`config.mk`:
```
export PLATFORM = sky130hd
export DESIGN_NAME = block_indexed_search_top_flat
export DESIGN_NICKNAME = d
export VERILOG_FILES = /design/src/rtl/bis_pkg.sv /design/src/rtl/bis_if.sv /design/src/rtl/bis_csr.sv /design/src/rtl/bis_store.sv /design/src/rtl/bis_cmp.sv /design/src/rtl/bis_seq.sv /design/src/rtl/block_indexed_search_top.sv /design/src/flat_wrapper.sv
export VERILOG_INCLUDE_DIRS = /design/src /design/src/rtl
export SDC_FILE = /design/constraint.sdc
export NUM_CORES = 1
export LEC_CHECK = 0
export BUFFER_PORTS_ARGS = -buffer_cell sky130_fd_sc_hd__buf_2
export CELL_PAD_IN_SITES_DETAIL_PLACEMENT = 0
export CELL_PAD_IN_SITES_GLOBAL_PLACEMENT = 1
export CORE_UTILIZATION = 42
export DETAILED_ROUTE_END_ITERATION = 8
export GPL_ROUTABILITY_DRIVEN = 0
export PLACE_DENSITY_LB_ADDON = 0.15
export SLEW_MARGIN = 30
export SYNTH_ARGS = -nofsm -noshare
export SYNTH_HDL_FRONTEND = slang
export SYNTH_SLANG_ARGS = --single-unit
```
`constraint.sdc`:
```
create_clock -name clock -period 10.2 [get_ports clock]
set_clock_uncertainty 0.2 [all_clocks]
set_input_delay 0 -clock clock [delete_from_list [all_inputs] [get_ports clock]]
set_output_delay 0 -clock clock [all_outputs]
set_load 0.05 [all_outputs]
```
`src/rtl/block_indexed_search_top_macros.svh`:
```
// Assertion macros used by the block's sequencer.
`ifndef BLOCK_INDEXED_SEARCH_TOP_MACROS_SVH
`define BLOCK_INDEXED_SEARCH_TOP_MACROS_SVH

`ifndef SYNTH
`define BIS_ASSERT_IMP(lbl, clk, rst, ante, cons) \
   lbl: assert property (@(posedge clk) disable iff (rst) (ante) |-> (cons)) \
      else $error("implication check failed");
`define BIS_ASSERT_NEXT(lbl, clk, rst, ante, cons) \
   lbl: assert property (@(posedge clk) disable iff (rst) (ante) |=> (cons)) \
      else $error("next-cycle check failed");
`else
`define BIS_ASSERT_IMP(lbl, clk, rst, ante, cons)
`define BIS_ASSERT_NEXT(lbl, clk, rst, ante, cons)
`endif

`endif

```
`src/rtl/bis_pkg.sv`:
```
package bis_pkg;

   localparam int DEF_MAX_BLOCKS    = 4;
   localparam int DEF_MAX_BLOCK_LEN = 8;

   localparam int CSR_ADDR_W = 3;
   localparam int CSR_DATA_W = 32;

   localparam int BIU_RESET  = 3;
   localparam int BLEN_RESET = 6;

   localparam logic CMD_LOAD   = 1'b0;
   localparam logic CMD_SEARCH = 1'b1;

   localparam logic REG_BLOCKS_IN_USE = 1'b0;
   localparam logic REG_BLOCK_LENGTH  = 1'b1;

   typedef logic signed [15:0] elem_type;
   typedef logic [1:0]         blk_fld_type;
   typedef logic [2:0]         off_fld_type;
   typedef logic [4:0]         pos_type;
   typedef logic [2:0]         biu_type;
   typedef logic [3:0]         len_type;

   typedef enum logic [1:0] {
      ST_IDLE,
      ST_SELECT,
      ST_SCAN,
      ST_DONE
   } state_type;

   typedef struct packed {
      biu_type blocks_in_use;
      len_type block_length;
   } cfg_type;

   typedef struct packed {
      logic        en;
      blk_fld_type blk;
      off_fld_type off;
      elem_type    value;
   } load_type;

   typedef struct packed {
      logic    en;
      biu_type blk;
      len_type off;
   } rd_type;

   typedef struct packed {
      logic ge_key;
      logic lt_bound;
      logic eq_key;
   } cmp_type;

   function automatic int clamp_range(int v, int lo, int hi);
      int r;
      r = v;
      if (v < lo) begin
         r = lo;
      end else if (v > hi) begin
         r = hi;
      end
      return r;
   endfunction

endpackage

```
`src/rtl/bis_if.sv`:
```
interface bis_req_if;
   import bis_pkg::*;

   logic        valid;
   logic        ready;
   logic        command;
   blk_fld_type block_number;
   off_fld_type offset;
   elem_type    element_value;
   elem_type    search_key;

   modport source (output valid, command, block_number, offset, element_value, search_key,
                   input ready);
   modport sink   (input valid, command, block_number, offset, element_value, search_key,
                   output ready);
endinterface

interface bis_rsp_if;
   import bis_pkg::*;

   logic        valid;
   logic        ready;
   logic        found;
   blk_fld_type found_block;
   off_fld_type found_offset;
   pos_type     found_position;

   modport source (output valid, found, found_block, found_offset, found_position,
                   input ready);
   modport sink   (input valid, found, found_block, found_offset, found_position,
                   output ready);
endinterface

```
`src/rtl/bis_csr.sv`:
```
module bis_csr #(
   parameter int MAX_BLOCKS    = bis_pkg::DEF_MAX_BLOCKS,
   parameter int MAX_BLOCK_LEN = bis_pkg::DEF_MAX_BLOCK_LEN
) (
   input  logic                            clock,
   input  logic                            reset,
   input  logic                            psel,
   input  logic                            penable,
   input  logic                            pwrite,
   input  logic [bis_pkg::CSR_ADDR_W-1:0]  paddr,
   input  logic [bis_pkg::CSR_DATA_W-1:0]  pwdata,
   output logic [bis_pkg::CSR_DATA_W-1:0]  prdata,
   output logic                            pready,
   output bis_pkg::cfg_type                cfg
);
   import bis_pkg::*;

   localparam biu_type BIU_RST  = biu_type'(clamp_range(BIU_RESET, 1, MAX_BLOCKS));
   localparam len_type BLEN_RST = len_type'(clamp_range(BLEN_RESET, 1, MAX_BLOCK_LEN));

   biu_type biu_ff, biu_in;
   len_type blen_ff, blen_in;
   logic    wr_en;
   logic    reg_sel;

   assign pready  = 1'b1;
   assign wr_en   = psel && penable && pwrite && pready;
   assign reg_sel = paddr[2];

   always_comb begin
      biu_in  = biu_ff;
      blen_in = blen_ff;
      if (wr_en) begin
         unique case (reg_sel)
            REG_BLOCKS_IN_USE: begin
               biu_in = biu_type'(clamp_range(int'(pwdata[2:0]), 1, MAX_BLOCKS));
            end
            REG_BLOCK_LENGTH: begin
               blen_in = len_type'(clamp_range(int'(pwdata[3:0]), 1, MAX_BLOCK_LEN));
            end
            default: begin
               biu_in = biu_ff;
            end
         endcase
      end
   end

   always_ff @(posedge clock) begin
      if (reset) begin
         biu_ff  <= BIU_RST;
         blen_ff <= BLEN_RST;
      end else begin
         biu_ff  <= biu_in;
         blen_ff <= blen_in;
      end
   end

   always_comb begin
      unique case (reg_sel)
         REG_BLOCKS_IN_USE: prdata = CSR_DATA_W'(biu_ff);
         REG_BLOCK_LENGTH:  prdata = CSR_DATA_W'(blen_ff);
         default:           prdata = '0;
      endcase
   end

   assign cfg.blocks_in_use = biu_ff;
   assign cfg.block_length  = blen_ff;
endmodule

```
`src/rtl/bis_store.sv`:
```
module bis_store #(
   parameter int MAX_BLOCKS    = bis_pkg::DEF_MAX_BLOCKS,
   parameter int MAX_BLOCK_LEN = bis_pkg::DEF_MAX_BLOCK_LEN
) (
   input  logic               clock,
   input  logic               reset,
   input  bis_pkg::cfg_type   cfg,
   input  bis_pkg::load_type  ld,
   input  bis_pkg::rd_type    rd,
   input  bis_pkg::biu_type   sel_blk,
   output bis_pkg::elem_type  rdata,
   output bis_pkg::elem_type  max_sel
);
   import bis_pkg::*;

   localparam int DEPTH = MAX_BLOCKS * MAX_BLOCK_LEN;
   localparam int AW    = (DEPTH > 1) ? $clog2(DEPTH) : 1;
   localparam int BW    = (MAX_BLOCKS > 1) ? $clog2(MAX_BLOCKS) : 1;

   elem_type mem [DEPTH];
   elem_type max_ff [MAX_BLOCKS];
   elem_type rdata_ff;

   logic [31:0]   ld_blk_wide;
   logic [31:0]   wr_addr_wide;
   logic [31:0]   rd_addr_wide;
   logic [31:0]   sel_wide;
   logic [BW-1:0] ld_blk_idx;
   logic [AW-1:0] wr_addr;
   logic [AW-1:0] rd_addr;
   logic          ld_ok;

   assign ld_blk_wide  = 32'(ld.blk);
   assign ld_blk_idx   = ld_blk_wide[BW-1:0];
   assign wr_addr_wide = 32'(ld.blk) * 32'(MAX_BLOCK_LEN) + 32'(ld.off);
   assign wr_addr      = wr_addr_wide[AW-1:0];
   assign rd_addr_wide = 32'(rd.blk) * 32'(MAX_BLOCK_LEN) + 32'(rd.off);
   assign rd_addr      = rd_addr_wide[AW-1:0];
   assign sel_wide     = 32'(sel_blk);

   assign ld_ok = ld.en && (ld_blk_wide < 32'(MAX_BLOCKS))
                  && (32'(ld.off) < 32'(cfg.block_length))
                  && (32'(ld.off) < 32'(MAX_BLOCK_LEN));

   always_ff @(posedge clock) begin
      if (ld_ok) begin
         mem[wr_addr] <= ld.value;
      end
      if (rd.en) begin
         rdata_ff <= mem[rd_addr];
      end
   end

   always_ff @(posedge clock) begin
      if (reset) begin
         for (int i = 0; i < MAX_BLOCKS; i++) begin
            max_ff[i] <= '0;
         end
      end else if (ld_ok) begin
         if (ld.value > max_ff[ld_blk_idx]) begin
            max_ff[ld_blk_idx] <= ld.value;
         end
      end
   end

   assign rdata   = rdata_ff;
   assign max_sel = (sel_wide < 32'(MAX_BLOCKS)) ? max_ff[sel_wide[BW-1:0]] : '0;
endmodule

```
`src/rtl/bis_cmp.sv`:
```
module bis_cmp (
   input  bis_pkg::elem_type cand,
   input  bis_pkg::elem_type key,
   input  bis_pkg::elem_type bound,
   output bis_pkg::cmp_type  res
);
   import bis_pkg::*;

   assign res.ge_key   = (cand >= key);
   assign res.lt_bound = (cand < bound);
   assign res.eq_key   = (cand == key);
endmodule

```
`src/rtl/bis_seq.sv`:
```
`include "block_indexed_search_top_macros.svh"

module bis_seq (
   input  logic                clock,
   input  logic                reset,
   input  bis_pkg::cfg_type    cfg,
   bis_req_if.sink             req,
   bis_rsp_if.source           rsp,
   input  bis_pkg::elem_type   rdata,
   input  bis_pkg::elem_type   max_sel,
   output bis_pkg::load_type   ld,
   output bis_pkg::rd_type     rd,
   output bis_pkg::biu_type    sel_blk
);
   import bis_pkg::*;

   state_type state_ff, state_in;

   elem_type key_ff, key_in;
   biu_type  blk_ff, blk_in;
   biu_type  best_ff, best_in;
   elem_type bestmax_ff, bestmax_in;
   logic     have_ff, have_in;
   len_type  o_ff, o_in;
   logic     pend_ff, pend_in;
   len_type  pend_o_ff, pend_o_in;
   logic     res_found_ff, res_found_in;
   biu_type  res_blk_ff, res_blk_in;
   len_type  res_off_ff, res_off_in;

   logic        out_valid_ff, out_valid_in;
   logic        out_found_ff, out_found_in;
   blk_fld_type out_blk_ff, out_blk_in;
   off_fld_type out_off_ff, out_off_in;
   pos_type     out_pos_ff, out_pos_in;

   elem_type cand;
   cmp_type  cmp;
   logic     accept;
   logic     out_free;
   logic     sel_more;
   logic     scan_hit;
   logic     scan_miss;
   logic [7:0] pos_wide;

   bis_cmp u_cmp (
      .cand  (cand),
      .key   (key_ff),
      .bound (bestmax_ff),
      .res   (cmp)
   );

   assign cand      = (state_ff == ST_SCAN) ? rdata : max_sel;
   assign accept    = req.valid && req.ready;
   assign out_free  = !out_valid_ff || rsp.ready;
   assign sel_more  = (blk_ff < cfg.blocks_in_use);
   assign scan_hit  = pend_ff && cmp.eq_key;
   assign scan_miss = !pend_ff && (o_ff >= cfg.block_length);
   assign pos_wide  = 8'(res_blk_ff) * 8'(cfg.block_length) + 8'(res_off_ff);

   always_comb begin
      state_in = state_ff;
      unique case (state_ff)
         ST_IDLE: begin
            if (accept && (req.command == CMD_SEARCH)) begin
               state_in = ST_SELECT;
            end
         end
         ST_SELECT: begin
            if (!sel_more) begin
               state_in = have_ff ? ST_SCAN : ST_DONE;
            end
         end
         ST_SCAN: begin
            if (scan_hit || scan_miss) begin
               state_in = ST_DONE;
            end
         end
         ST_DONE: begin
            if (out_free) begin
               state_in = ST_IDLE;
            end
         end
         default: state_in = ST_IDLE;
      endcase
   end

   always_comb begin
      req.ready    = (state_ff == ST_IDLE);
      ld.en        = accept && (req.command == CMD_LOAD);
      ld.blk       = req.block_number;
      ld.off       = req.offset;
      ld.value     = req.element_value;
      rd.en        = 1'b0;
      rd.blk       = best_ff;
      rd.off       = o_ff;
      sel_blk      = blk_ff;

      key_in       = key_ff;
      blk_in       = blk_ff;
      best_in      = best_ff;
      bestmax_in   = bestmax_ff;
      have_in      = have_ff;
      o_in         = o_ff;
      pend_in      = 1'b0;
      pend_o_in    = o_ff;
      res_found_in = res_found_ff;
      res_blk_in   = res_blk_ff;
      res_off_in   = res_off_ff;

      out_valid_in = out_valid_ff && !rsp.ready;
      out_found_in = out_found_ff;
      out_blk_in   = out_blk_ff;
      out_off_in   = out_off_ff;
      out_pos_in   = out_pos_ff;

      unique case (state_ff)
         ST_IDLE: begin
            if (accept && (req.command == CMD_SEARCH)) begin
               key_in       = req.search_key;
               blk_in       = '0;
               have_in      = 1'b0;
               res_found_in = 1'b0;
               res_blk_in   = '0;
               res_off_in   = '0;
            end
         end
         ST_SELECT: begin
            if (sel_more) begin
               if (cmp.ge_key && (!have_ff || cmp.lt_bound)) begin
                  best_in    = blk_ff;
                  bestmax_in = max_sel;
                  have_in    = 1'b1;
               end
               blk_in = blk_ff + biu_type'(1);
            end else begin
               o_in = '0;
            end
         end
         ST_SCAN: begin
            rd.en     = (o_ff < cfg.block_length);
            pend_in   = rd.en;
            pend_o_in = o_ff;
            if (rd.en) begin
               o_in = o_ff + len_type'(1);
            end
            if (scan_hit) begin
               res_found_in = 1'b1;
               res_blk_in   = best_ff;
               res_off_in   = pend_o_ff;
            end
         end
         ST_DONE: begin
            if (out_free) begin
               out_valid_in = 1'b1;
               out_found_in = res_found_ff;
               out_blk_in   = res_blk_ff[1:0];
               out_off_in   = res_off_ff[2:0];
               out_pos_in   = pos_wide[4:0];
            end
         end
         default: begin
            out_valid_in = 1'b0;
         end
      endcase
   end

   always_ff @(posedge clock) begin
      if (reset) begin
         state_ff     <= ST_IDLE;
         out_valid_ff <= 1'b0;
         pend_ff      <= 1'b0;
         have_ff      <= 1'b0;
      end else begin
         state_ff     <= state_in;
         out_valid_ff <= out_valid_in;
         pend_ff      <= pend_in;
         have_ff      <= have_in;
      end
   end

   always_ff @(posedge clock) begin
      key_ff       <= key_in;
      blk_ff       <= blk_in;
      best_ff      <= best_in;
      bestmax_ff   <= bestmax_in;
      o_ff         <= o_in;
      pend_o_ff    <= pend_o_in;
      res_found_ff <= res_found_in;
      res_blk_ff   <= res_blk_in;
      res_off_ff   <= res_off_in;
      out_found_ff <= out_found_in;
      out_blk_ff   <= out_blk_in;
      out_off_ff   <= out_off_in;
      out_pos_ff   <= out_pos_in;
   end

   assign rsp.valid          = out_valid_ff;
   assign rsp.found          = out_found_ff;
   assign rsp.found_block    = out_blk_ff;
   assign rsp.found_offset   = out_off_ff;
   assign rsp.found_position = out_pos_ff;

   `BIS_ASSERT_NEXT(a_search_start, clock, reset, accept && (req.command == CMD_SEARCH), (state_ff == ST_SELECT) && (blk_ff == '0) && !have_ff)
   `BIS_ASSERT_IMP(a_miss_zero, clock, reset, rsp.valid && !rsp.found, (rsp.found_block == '0) && (rsp.found_offset == '0) && (rsp.found_position == '0))
   `BIS_ASSERT_IMP(a_hit_in_range, clock, reset, rsp.valid && rsp.found, (3'(rsp.found_block) < cfg.blocks_in_use) && (4'(rsp.found_offset) < cfg.block_length))
   `BIS_ASSERT_IMP(a_scan_bound, clock, reset, (state_ff == ST_SCAN) && pend_ff, pend_o_ff < cfg.block_length)
endmodule

```
`src/rtl/block_indexed_search_top.sv`:
```
// Channel   Dir  Handshake     Payload
// req       in   valid/ready   command, block_number, offset, element_value, search_key
// rsp       out  valid/ready   found, found_block, found_offset, found_position
// csr       in   APB write     blocks_in_use (0x0), block_length (0x4)
//
// A load is written into the store from the idle state; req stays ready behind it.
// A search runs the select state, one maximum per cycle through the shared comparator,
// then the scan state (skipped when no block maximum reaches the key), one element per cycle
// out of the registered store read port through the same comparator, then the done state.
// Reset is synchronous; it clears the block maxima and the sequencer.
// A stalled rsp holds its result; req closes while a search runs and until its result is registered.
module block_indexed_search_top #(
   parameter int MAX_BLOCKS    = bis_pkg::DEF_MAX_BLOCKS,
   parameter int MAX_BLOCK_LEN = bis_pkg::DEF_MAX_BLOCK_LEN
) (
   input  logic                            clock,
   input  logic                            reset,
   bis_req_if.sink                         req,
   bis_rsp_if.source                       rsp,
   input  logic                            psel,
   input  logic                            penable,
   input  logic                            pwrite,
   input  logic [bis_pkg::CSR_ADDR_W-1:0]  paddr,
   input  logic [bis_pkg::CSR_DATA_W-1:0]  pwdata,
   output logic [bis_pkg::CSR_DATA_W-1:0]  prdata,
   output logic                            pready
);
   import bis_pkg::*;

   cfg_type  cfg;
   load_type ld;
   rd_type   rd;
   biu_type  sel_blk;
   elem_type rdata;
   elem_type max_sel;

   bis_csr #(
      .MAX_BLOCKS    (MAX_BLOCKS),
      .MAX_BLOCK_LEN (MAX_BLOCK_LEN)
   ) u_csr (
      .clock   (clock),
      .reset   (reset),
      .psel    (psel),
      .penable (penable),
      .pwrite  (pwrite),
      .paddr   (paddr),
      .pwdata  (pwdata),
      .prdata  (prdata),
      .pready  (pready),
      .cfg     (cfg)
   );

   bis_store #(
      .MAX_BLOCKS    (MAX_BLOCKS),
      .MAX_BLOCK_LEN (MAX_BLOCK_LEN)
   ) u_store (
      .clock   (clock),
      .reset   (reset),
      .cfg     (cfg),
      .ld      (ld),
      .rd      (rd),
      .sel_blk (sel_blk),
      .rdata   (rdata),
      .max_sel (max_sel)
   );

   bis_seq u_seq (
      .clock   (clock),
      .reset   (reset),
      .cfg     (cfg),
      .req     (req),
      .rsp     (rsp),
      .rdata   (rdata),
      .max_sel (max_sel),
      .ld      (ld),
      .rd      (rd),
      .sel_blk (sel_blk)
   );
endmodule

```
`src/flat_wrapper.sv`:
```
// flat-port wrapper written by rule: the top's interface ports become plain ports
module block_indexed_search_top_flat import bis_pkg::*;
#(
   parameter int MAX_BLOCKS    = bis_pkg::DEF_MAX_BLOCKS,
   parameter int MAX_BLOCK_LEN = bis_pkg::DEF_MAX_BLOCK_LEN
)
  (clock, reset, psel, penable, pwrite, paddr, pwdata, prdata, pready, req_valid, req_command, req_block_number, req_offset, req_element_value, req_search_key, req_ready, rsp_valid, rsp_found, rsp_found_block, rsp_found_offset, rsp_found_position, rsp_ready);
  bis_req_if req_i ();
  bis_rsp_if rsp_i ();
  input  logic clock;
  input  logic reset;
  input  logic psel;
  input  logic penable;
  input  logic pwrite;
  input  logic [bis_pkg::CSR_ADDR_W-1:0] paddr;
  input  logic [bis_pkg::CSR_DATA_W-1:0] pwdata;
  output logic [bis_pkg::CSR_DATA_W-1:0] prdata;
  output logic pready;
  input wire logic [$bits(req_i.valid)-1:0] req_valid;
  input wire logic [$bits(req_i.command)-1:0] req_command;
  input wire logic [$bits(req_i.block_number)-1:0] req_block_number;
  input wire logic [$bits(req_i.offset)-1:0] req_offset;
  input wire logic [$bits(req_i.element_value)-1:0] req_element_value;
  input wire logic [$bits(req_i.search_key)-1:0] req_search_key;
  output wire logic [$bits(req_i.ready)-1:0] req_ready;
  output wire logic [$bits(rsp_i.valid)-1:0] rsp_valid;
  output wire logic [$bits(rsp_i.found)-1:0] rsp_found;
  output wire logic [$bits(rsp_i.found_block)-1:0] rsp_found_block;
  output wire logic [$bits(rsp_i.found_offset)-1:0] rsp_found_offset;
  output wire logic [$bits(rsp_i.found_position)-1:0] rsp_found_position;
  input wire logic [$bits(rsp_i.ready)-1:0] rsp_ready;
  assign req_i.valid = req_valid;
  assign req_i.command = req_command;
  assign req_i.block_number = req_block_number;
  assign req_i.offset = req_offset;
  assign req_i.element_value = req_element_value;
  assign req_i.search_key = req_search_key;
  assign req_ready = req_i.ready;
  assign rsp_valid = rsp_i.valid;
  assign rsp_found = rsp_i.found;
  assign rsp_found_block = rsp_i.found_block;
  assign rsp_found_offset = rsp_i.found_offset;
  assign rsp_found_position = rsp_i.found_position;
  assign rsp_i.ready = rsp_ready;
  block_indexed_search_top #(.MAX_BLOCKS(MAX_BLOCKS), .MAX_BLOCK_LEN(MAX_BLOCK_LEN)) u_core (.clock(clock), .reset(reset), .req(req_i), .rsp(rsp_i), .psel(psel), .penable(penable), .pwrite(pwrite), .paddr(paddr), .pwdata(pwdata), .prdata(prdata), .pready(pready));
endmodule
```
---- Word level (Yosys, flattened, before mapping) ----
Memory sizes are Yosys's and may differ from the RTL's. A register that Yosys moved wholly into a read port is not among the register bits.
Cells that the tools add are included.
W data, S select, Z words.
word-level totals
  memories ................................ 2
  register bits after elaboration ......... 77
  memory bits (writable) .................. 576
  bits of input ports ..................... 80
cells by class
  equality and inequality tests ........... 12
  add/subtract/negate cells ............... 5
  bitwise logic cells ..................... 2
  muxes and demuxes ....................... 45
  multiply operators ...................... 1
  reduce and logical (&&, ||, !) cells .... 33
  $lt $le $gt $ge ......................... 13
memories
  memory                 words  width  rd ports  clocked after memory_dff  write ports  line             RTL
  u_core.u_store.mem     32     16     1         1                         1            bis_store.sv:20  elem_type mem [DEPTH];
  u_core.u_store.max_ff  4      16     2         1                         4            bis_store.sv:21  elem_type max_ff [MAX_BLOCKS];
operator list
  cell                  count
  $pmux W32 S2          1
  $mux W16              3
  $mux W4               6
  $mux W1               17
  $eq A16 B16 Y1        1
  $ge A16 B16 Y1        1
  $gt A16 B16 Y1        1
  $lt A16 B16 Y1        1
  $pmux W4 S2           2
  $reduce_or A16 Y1     1
  $mux W3               5
  $mux W2               6
  $pmux W3 S2           2
  $reduce_and A3 Y1     4
  $logic_and A1 B1 Y1   11
  $add A5 B4 Y5         2
  $ne A2 B2 Y1 const B  5
  $pmux W2 S4           1
  $reduce_and A2 Y1     4
  $reduce_and A4 Y1     2
  $ne A2 B1 Y1 const B  3
  $reduce_bool A2 Y1    3
  $add A5 B3 Y5         1
  $mul A3 B4 Y5         1
  19 further kinds      27

---- Logic depth before layout (Yosys ltp) ----
Gate-level depths: netlist of the first run.
  depth after elaboration ................. 10
  gate-level depth with buffers ........... 14

---- Cells and area by module ----
Synthesis of the first run repeated with hierarchy kept, for this count alone.
second synthesis, totals
  cells, all modules ...................... 1,491
  area total of the unflattened synthesis .. 28,628.7 um^2
by module, submodules not included
  module     times used  cells each  area each (um^2)  seq. area each (um^2)
  bis_store  1           1,093       24,000.5          17,777.0
  bis_seq    1           224         3,245.6           2,011.9
  bis_cmp    1           113         818.3             0.0
  bis_csr    1           61          564.3             140.1

---- Least setup slack after synthesis of the first run ----
OpenSTA, ideal clock, no wires.
  kind .................................... flip-flop to flip-flop
  start point ............................. register (tool-made name)
  end point ............................... register u_core.u_seq.best_ff[0] (enable)
  library setup time ...................... 0.444 ns
  stages on the path, launching flop included .. 13
  setup slack ............................. 4.733 ns
  path buffers ............................ 2
  arrival time ............................ 4.823 ns
  path through ............................ dfxtp_1 buf_2 buf_2 mux4_2 nor2b_1 mux2_2 ha_1 a21o_1 a21o_1 a211o_1 a21oi_1 a31oi_1 nor4_1
RTL lines
  element                 line            RTL
  end signal: assignment  bis_seq.sv:185  best_ff <= best_in;
  end: declaration        bis_seq.sv:21   biu_type best_ff, best_in;

---- Final worst setup path of the first run ----
  start point ............................. register u_core.u_seq.state_ff[0]
  end point ............................... register u_core.u_seq.bestmax_ff[9] (enable)
on the way
  cells in the longest elaborated chain, start to end .. 6
  elaborated cells on any way between the ends .. 8
ends and longest elaborated chain
  element                                 line            RTL
  start: declaration                      bis_seq.sv:17   state_type state_ff, state_in;
  start signal: assignment                bis_seq.sv:175  state_ff <= state_in;
  $eq A2 B2 Y1                            bis_seq.sv:53   assign cand = (state_ff == ST_SCAN) ? rdata : max_sel;
  $mux W16                                bis_seq.sv:53
  $lt A16 B16 Y1                          bis_cmp.sv:10   assign res.lt_bound = (cand < bound);
  $logic_or A1 B1 Y1                      bis_seq.sv:130  if (cmp.ge_key && (!have_ff || cmp.lt_bound)) begin
  $logic_and A1 B1 Y1                     bis_seq.sv:130
  $reduce_and A3 Y1 (no source line) (*)  n/a
  end signal: assignment                  bis_seq.sv:186  bestmax_ff <= bestmax_in;
  end: declaration                        bis_seq.sv:22   elem_type bestmax_ff, bestmax_in;
Every way passes the cells marked *; elsewhere a longest branch is shown, timed or not.
A chain may end at the register's enable or synchronous reset.

==> metrics.md, run 1 <==
| Metric | Value |
|---|---|
| Setup Viol. Count Final | `0` |
| CTS buffer count | `74` |
| Mapped cell area | `28300 µm²` |
| Reg2Reg Launch Point | `u_core.u_seq.state_ff[0]` |
| Via density | `5.47` |
| Iter 0 DRT Violations | `1067` |
| Largest net degree at the start of global routing | `132` |
| Required @ worst endpoint | `10.27 ns` |
| Post-synth top flop | `edfxtp_1` |
| Nature of the critical path startpoint | `flop` |
| Number of synthesized flops with an enable pin | `653` |
| Initial antenna violation count | `1` |
| Post-route insts no fill | `2591` |
| Die area | `68400 µm²` |
| Final Hold Viols | `0` |
| WP data arrival | `4.41 ns` |
| Vias in the first global route | `14900` |
| Ant. Diodes | `0` |
| Ys Warns | `0` |
| Slew HR | `31.2%` |
| Multi-input gate area | `7730 µm²` |
| Total Wirelength | `65700 µm` |
| Post-synth ARST share | `0%` |
| CTS Sinks | `671` |
| Count of state elements after synthesis | `671` |
| CTS root buffer | `clkbuf_16` |
| Post-route clock period utilization | `42.5%` |
| IO Port Bufs | `66` |
| Placed cell areas | `29800 µm²` |
| Num rows | `94` |
| CTS clock-pin slew for the worst setup and hold paths | `0.06 ns` |
| Max FO, Critical Path | `20` |
| Chip Height | `262 µm` |
| H-tree depth | `3` |
| Detailed Routing Iterations Pass 1 | `5` |
| Worst-Skew Late Latency | `0.61 ns` |
| Kind of critical path | `reg2reg` |
| Max cap viols | `0` |
| VDD IR max | `0.161 mV` |
| Share of layout cells above drive strength 1 | `28.0%` |
| Via count | `14200` |
| Setup slack after placement | `5.59 ns` |
| Reg area | `20000 µm²` |
| Routed Antenna Nets | `0` |
| Synth Area per Inst | `19.2 µm²` |
| Worst setup EP type | `flop` |
| Hold Startpoint | `req_valid` |
| Setup TNS | `0 ns` |
| Post-cts sizing count | `0` |
| Pins Over Slew Limit | `0` |
| P&R area growth vs syn | `15.8%` |
| Gr usage total | `19.8%` |
| Pwr/cell area | `230 nW/µm²` |
| Post-synthesis sequential area ratio | `70.6%` |
| First-pass GRT wire length | `96600 µm` |
| CP startpoint | `u_core.u_seq.state_ff[0]` |
| WL per Instance | `25.4 µm` |
| Post-placement cell count | `2387` |
| Lkg Pwr | `11.1 nW` |
| Congestion Overflow GR | `0` |
| Synth unique cells | `54` |
| Drt drc | `0` |
| Longest Clk Path Bufs | `3` |
| RSZ-0062 raised after global routing | `no` |
| Minimum clock period | `4.33 ns` |
| Fmax | `231 MHz` |
| CORE AREA | `66200 µm²` |
| Setup slack after layout | `5.87 ns` |
| Status | `completed` |
| Sum of net half-perimeters after detailed placement | `38200 µm` |
| Die width | `262 µm` |
| Final cell area excluding filler cells | `32800 µm²` |
| Layout fillers | `5541` |
| Utilization after layout | `49.5%` |
| TritonCTS clock tree | `yes` |
| Num ports | `126` |
| Total Nets Final | `1824` |
| Starting Density | `42.7%` |
| Worst hold-check path type | `in2reg` |
| Mapped Cells | `1472` |
| Worst-margin pin slew | `1.03 ns` |
[cells in the mapped netlist (all sizes together), types with 18 or more instances]
cell type	n	area, µm²
edfxtp	653	19600
mux4	192	4320
nor2	98	368
inv	70	263
ha	68	851
buf	67	452
nand2	43	161
mux2	37	417
clkbuf	25	93.8
nor2b	24	150
dfxtp	18	360
nor4	18	113
[logic make-up after synthesis]
group                      Yosys count  share of synthesized area [%]
AOI/OAI and AO/OA                   70                           1.72
xor gates and xnor gates             9                          0.279
DFF                                671                           70.6
buffers and inverters              162                           2.86
muxes                              233                           16.9
other                                2                         0.0265
and+or+nand+nor                    252                           4.29
adders and majority gates           73                           3.36
[per-stage QoR]
stage	total power [mW]	hold slack, ns
floorplan	4.57	-0.101
global placement	5.05	-0.0199
detailed placement	5.07	-0.0219
CTS	7.63	0.0445
global route	7.86	0.0903
finish	7.53	0.0547
[routing by layer]
metal / global-route usage [%] / vias to the layer above / wire [µm]
met5: 0 / - / 0
met4: 5.47 / 0 / 1390
met3: 3.66 / 92 / 3430
met2: 33.0 / 373 / 32500
met1: 26.6 / 7417 / 28400
li1: - / 6284 / -
[final cells by class]
class | instances | area share, %
clock buffer | 91 | 5.88
inverter | 70 | 0.802
tap | 864 | 3.30
timing repair buffer | 188 | 4.46
clock inverter | 41 | 1.05
multi-input combinational | 666 | 23.6
sequential | 671 | 60.9
[sequential cells by signal (all words and copies together), names as in the netlist, 5 cells and up, named ones only]
name,count
u_core.u_store.mem,512
u_core.u_seq.rsp.found_position,5
u_core.u_store.rdata,16
u_core.u_store.max_ff,64
u_core.u_seq.bestmax_ff,16
u_core.u_seq.key_ff,16
[report_power, final]
part	internal, mW	switching [mW]	total, mW
Combinational	0.835	0.945	1.78
Clock	1.45	1.08	2.52
Sequential	3.18	0.0493	3.22
[critical path, cell delays in order, from the launching register on]
cell and delay (ns):
dfxtp_1 0.37, inv_1 0.10, ha_1 0.39, inv_1 0.20, buf_4 0.30, mux2_2 0.40
ha_1 0.30, and4_1 0.19, nand3_1 0.15, nor4_1 0.62, nor2_1 0.07, and3_1 0.24
nor4_2 0.14, buf_4 0.31
[layout by cell type, fill, tap and decap left out, types with 22 or more instances in the layout]
cell,Yosys,routed
nand2_1,43,43
mux4_2,192,192
mux2_2,37,37
inv_1,69,69
clkbuf_16,0,74
conb_1,2,29
buf_4,29,48
nor2_2,0,25
ha_1,68,68
nor2b_1,24,22
edfxtp_1,653,653
dlygate4sd3_1,0,71
nor2_1,98,73
buf_2,13,66
[what timing repair did]
item                                    CTS  global route
setup buffers                             0             0
endpoints found under the setup margin    0             0
hold endpoints to repair                632             0
hold buffers                             71             0
[worst paths after layout]
kind	cells past startpoint	slack [ns]	to
worst max-delay path	13	5.87	u_core.u_seq.bestmax_ff[9]
worst min-delay path	5	0.05	u_core.u_seq.res_found_ff
worst max register to register	13	5.87	u_core.u_seq.bestmax_ff[9]
worst min register to register	0	0.23	u_core.u_seq.rsp.found
(Power assumes the default switching activity.)
==> inputs of run 2 (changes only) <==
clock period = 4.37 ns   (was 10.2 ns; I/O delays follow)
==> metrics.md, run 2 (synthesis gave the netlist of run 1 again) <==
| Metric | Value |
|---|---|
| Die width | `262 µm (unchanged)` |
| Worst-margin pin slew | `0.927 ns (was 1.03 ns)` |
| Iter 0 DRT Violations | `1057 (was 1067)` |
| Worst hold-check path type | `in2reg (unchanged)` |
| Setup slack after placement | `0.508 ns (was 5.59 ns)` |
| Gr usage total | `20.8% (was 19.8%)` |
| Longest Clk Path Bufs | `3 (unchanged)` |
| Pwr/cell area | `537 nW/µm² (was 230 nW/µm²)` |
| Via count | `14500 (was 14200)` |
| Final Hold Viols | `0 (unchanged)` |
| Top Registers | `u_core.u_store.mem (512), u_core.u_store.max_ff (64) (unchanged)` |
| Worst setup EP type | `flop (unchanged)` |
| Most frequent cells in the layout | `edfxtp_1 (653), mux4_2 (192), buf_4 (82) (was edfxtp_1 (653), mux4_2 (192), clkbuf_16 (74))` |
| Initial antenna violation count | `4 (was 1)` |
| Congestion Overflow GR | `0 (unchanged)` |
| Biggest register | `u_core.u_store.mem (unchanged)` |
| Num ports | `126 (unchanged)` |
| Total Nets Final | `1861 (was 1824)` |
| Post-route clock period utilization | `89.2% (was 42.5%)` |
| CTS root buffer | `clkbuf_16 (unchanged)` |
| Post-route insts no fill | `2628 (was 2591)` |
| Status | `completed (unchanged)` |
| Largest net degree at the start of global routing | `62 (was 132)` |
| First-pass GRT wire length | `100000 µm (was 96600 µm)` |
| WP data arrival | `3.99 ns (was 4.41 ns)` |
| CTS clock-pin slew for the worst setup and hold paths | `0.06 ns (about the same)` |
| Fmax | `257 MHz (was 231 MHz)` |
| Total Wirelength | `69500 µm (was 65700 µm)` |
| Required @ worst endpoint | `4.46 ns (was 10.27 ns)` |
| Post-CTS Setup Bufs | `0 (unchanged)` |
| Lkg Pwr | `11.3 nW (was 11.1 nW)` |
| Nature of the critical path startpoint | `flop (unchanged)` |
| H-tree depth | `3 (unchanged)` |
| Max FO, Critical Path | `19 (was 20)` |
| P&R area growth vs syn | `17.0% (was 15.8%)` |
| VDD IR max | `0.252 mV (was 0.161 mV)` |
| RSZ-0062 raised after global routing | `no (unchanged)` |
| Commonest non-fill, non-tap cell in the layout | `edfxtp_1 (unchanged)` |
| Share of layout cells above drive strength 1 | `29.7% (was 28.0%)` |
| Num rows | `94 (unchanged)` |
| Post-placement cell count | `2427 (was 2387)` |
| Setup slack after layout | `0.474 ns (was 5.87 ns)` |
| Pins Over Slew Limit | `0 (unchanged)` |
| TritonCTS clock tree | `yes (unchanged)` |
| Minimum clock period | `3.90 ns (was 4.33 ns)` |
| CTS buffer count | `74 (unchanged)` |
| Hold Startpoint | `req_offset[0] (was req_valid)` |
| Via density | `5.50 (was 5.47)` |
| Kind of critical path | `reg2reg (unchanged)` |
| Setup TNS | `0 ns (unchanged)` |
| Detailed Routing Iterations Pass 1 | `4 (was 5)` |
| Vias in the first global route | `14900 (about the same)` |
| Slew HR | `38.2% (was 31.2%)` |
| CTS Sinks | `671 (unchanged)` |
| Sum of net half-perimeters after detailed placement | `42500 µm (was 38200 µm)` |
| Max cap viols | `0 (unchanged)` |
| Setup Viol. Count Final | `0 (unchanged)` |
| Max reg flops | `512 (unchanged)` |
| CORE AREA | `66200 µm² (unchanged)` |
| Worst-Skew Late Latency | `0.62 ns (was 0.61 ns)` |
| Starting Density | `42.7% (unchanged)` |
| Routed Antenna Nets | `0 (unchanged)` |
| IO Port Bufs | `66 (unchanged)` |
| Chip Height | `262 µm (unchanged)` |
| Die area | `68400 µm² (unchanged)` |
| Drt drc | `0 (unchanged)` |
| WL per Instance | `26.4 µm (was 25.4 µm)` |
## run 2: changes by cell type in the layout (fill, tap and decap cells not counted), moves of 2 or more
cell | before | now
bufinv_16 | 4 | 2
clkinv_1 | 15 | 9
diode_2 | 0 | 2
buf_4 | 48 | 82
dlygate4sd3_1 | 71 | 68
buf_12 | 3 | 9
clkbuf_1 | 16 | 21
## run 2: area by class of cell
type / count / area (µm²)
inverter: 70 / 263
antenna: 2 / 5.00
tap: 864 / 1080
clock inverter: 34 / 270
sequential: 671 / 20000
clock buffer: 96 / 1960
fill: 5430 / 33100
timing repair buffer: 225 / 1810
multi-input combinational: 666 / 7750
## run 2: worst paths after layout
kind | endpoint | slack [ns] | cells after the start
max | u_core.u_seq.bestmax_ff[1] | 0.47 | 12
min | u_core.u_store.mem[20][6] | 0.03 | 3
max reg2reg | u_core.u_seq.bestmax_ff[1] | 0.47 | 12
min reg2reg | u_core.u_seq.rsp.found | 0.22 | 0
## run 2: report_power, final
group	total, mW	internal [mW]	leakage [nW]	switching (mW)
Clock	5.76	3.29	1.09	2.47
Combinational	4.46	2.03	4.07	2.43
Sequential	7.54	7.41	6.13	0.127
## run 2: repair_timing
action                                 4_1_cts  5_1_grt
endpoints found under the hold margin      621        0
hold buffers                                68        0
gates resized for setup                      0        0
## run 2: critical path, stage by stage, from the launching register on
cell	delay (ns)
dfxtp_1	0.31
buf_4	0.23
mux4_2	0.56
nor2b_1	0.16
mux2_2	0.30
ha_1	0.30
and4_1	0.19
nand3_1	0.17
nor4_1	0.47
nor2_1	0.07
and3_1	0.23
nor4_4	0.20
buf_12	0.20
## run 2: per-layer routing
layer	global-route usage, %	share of wire, %
met1	28.8	44
met2	33.7	48
met3	3.46	5.0
met4	6.35	2.6
met5	0	0
## run 2: per-stage QoR
stage	instance area [µm²]	total power, mW	hold slack [ns]	utilization, %
global route	33100	18.5	0.0640	50.0
CTS	33100	18.0	0.00974	50.0
detailed placement	30200	12.1	-0.0219	45.6
floorplan	28400	10.7	-0.101	-
finish	33100	17.8	0.0333	50.0
global placement	30200	12.1	-0.0196	45.6
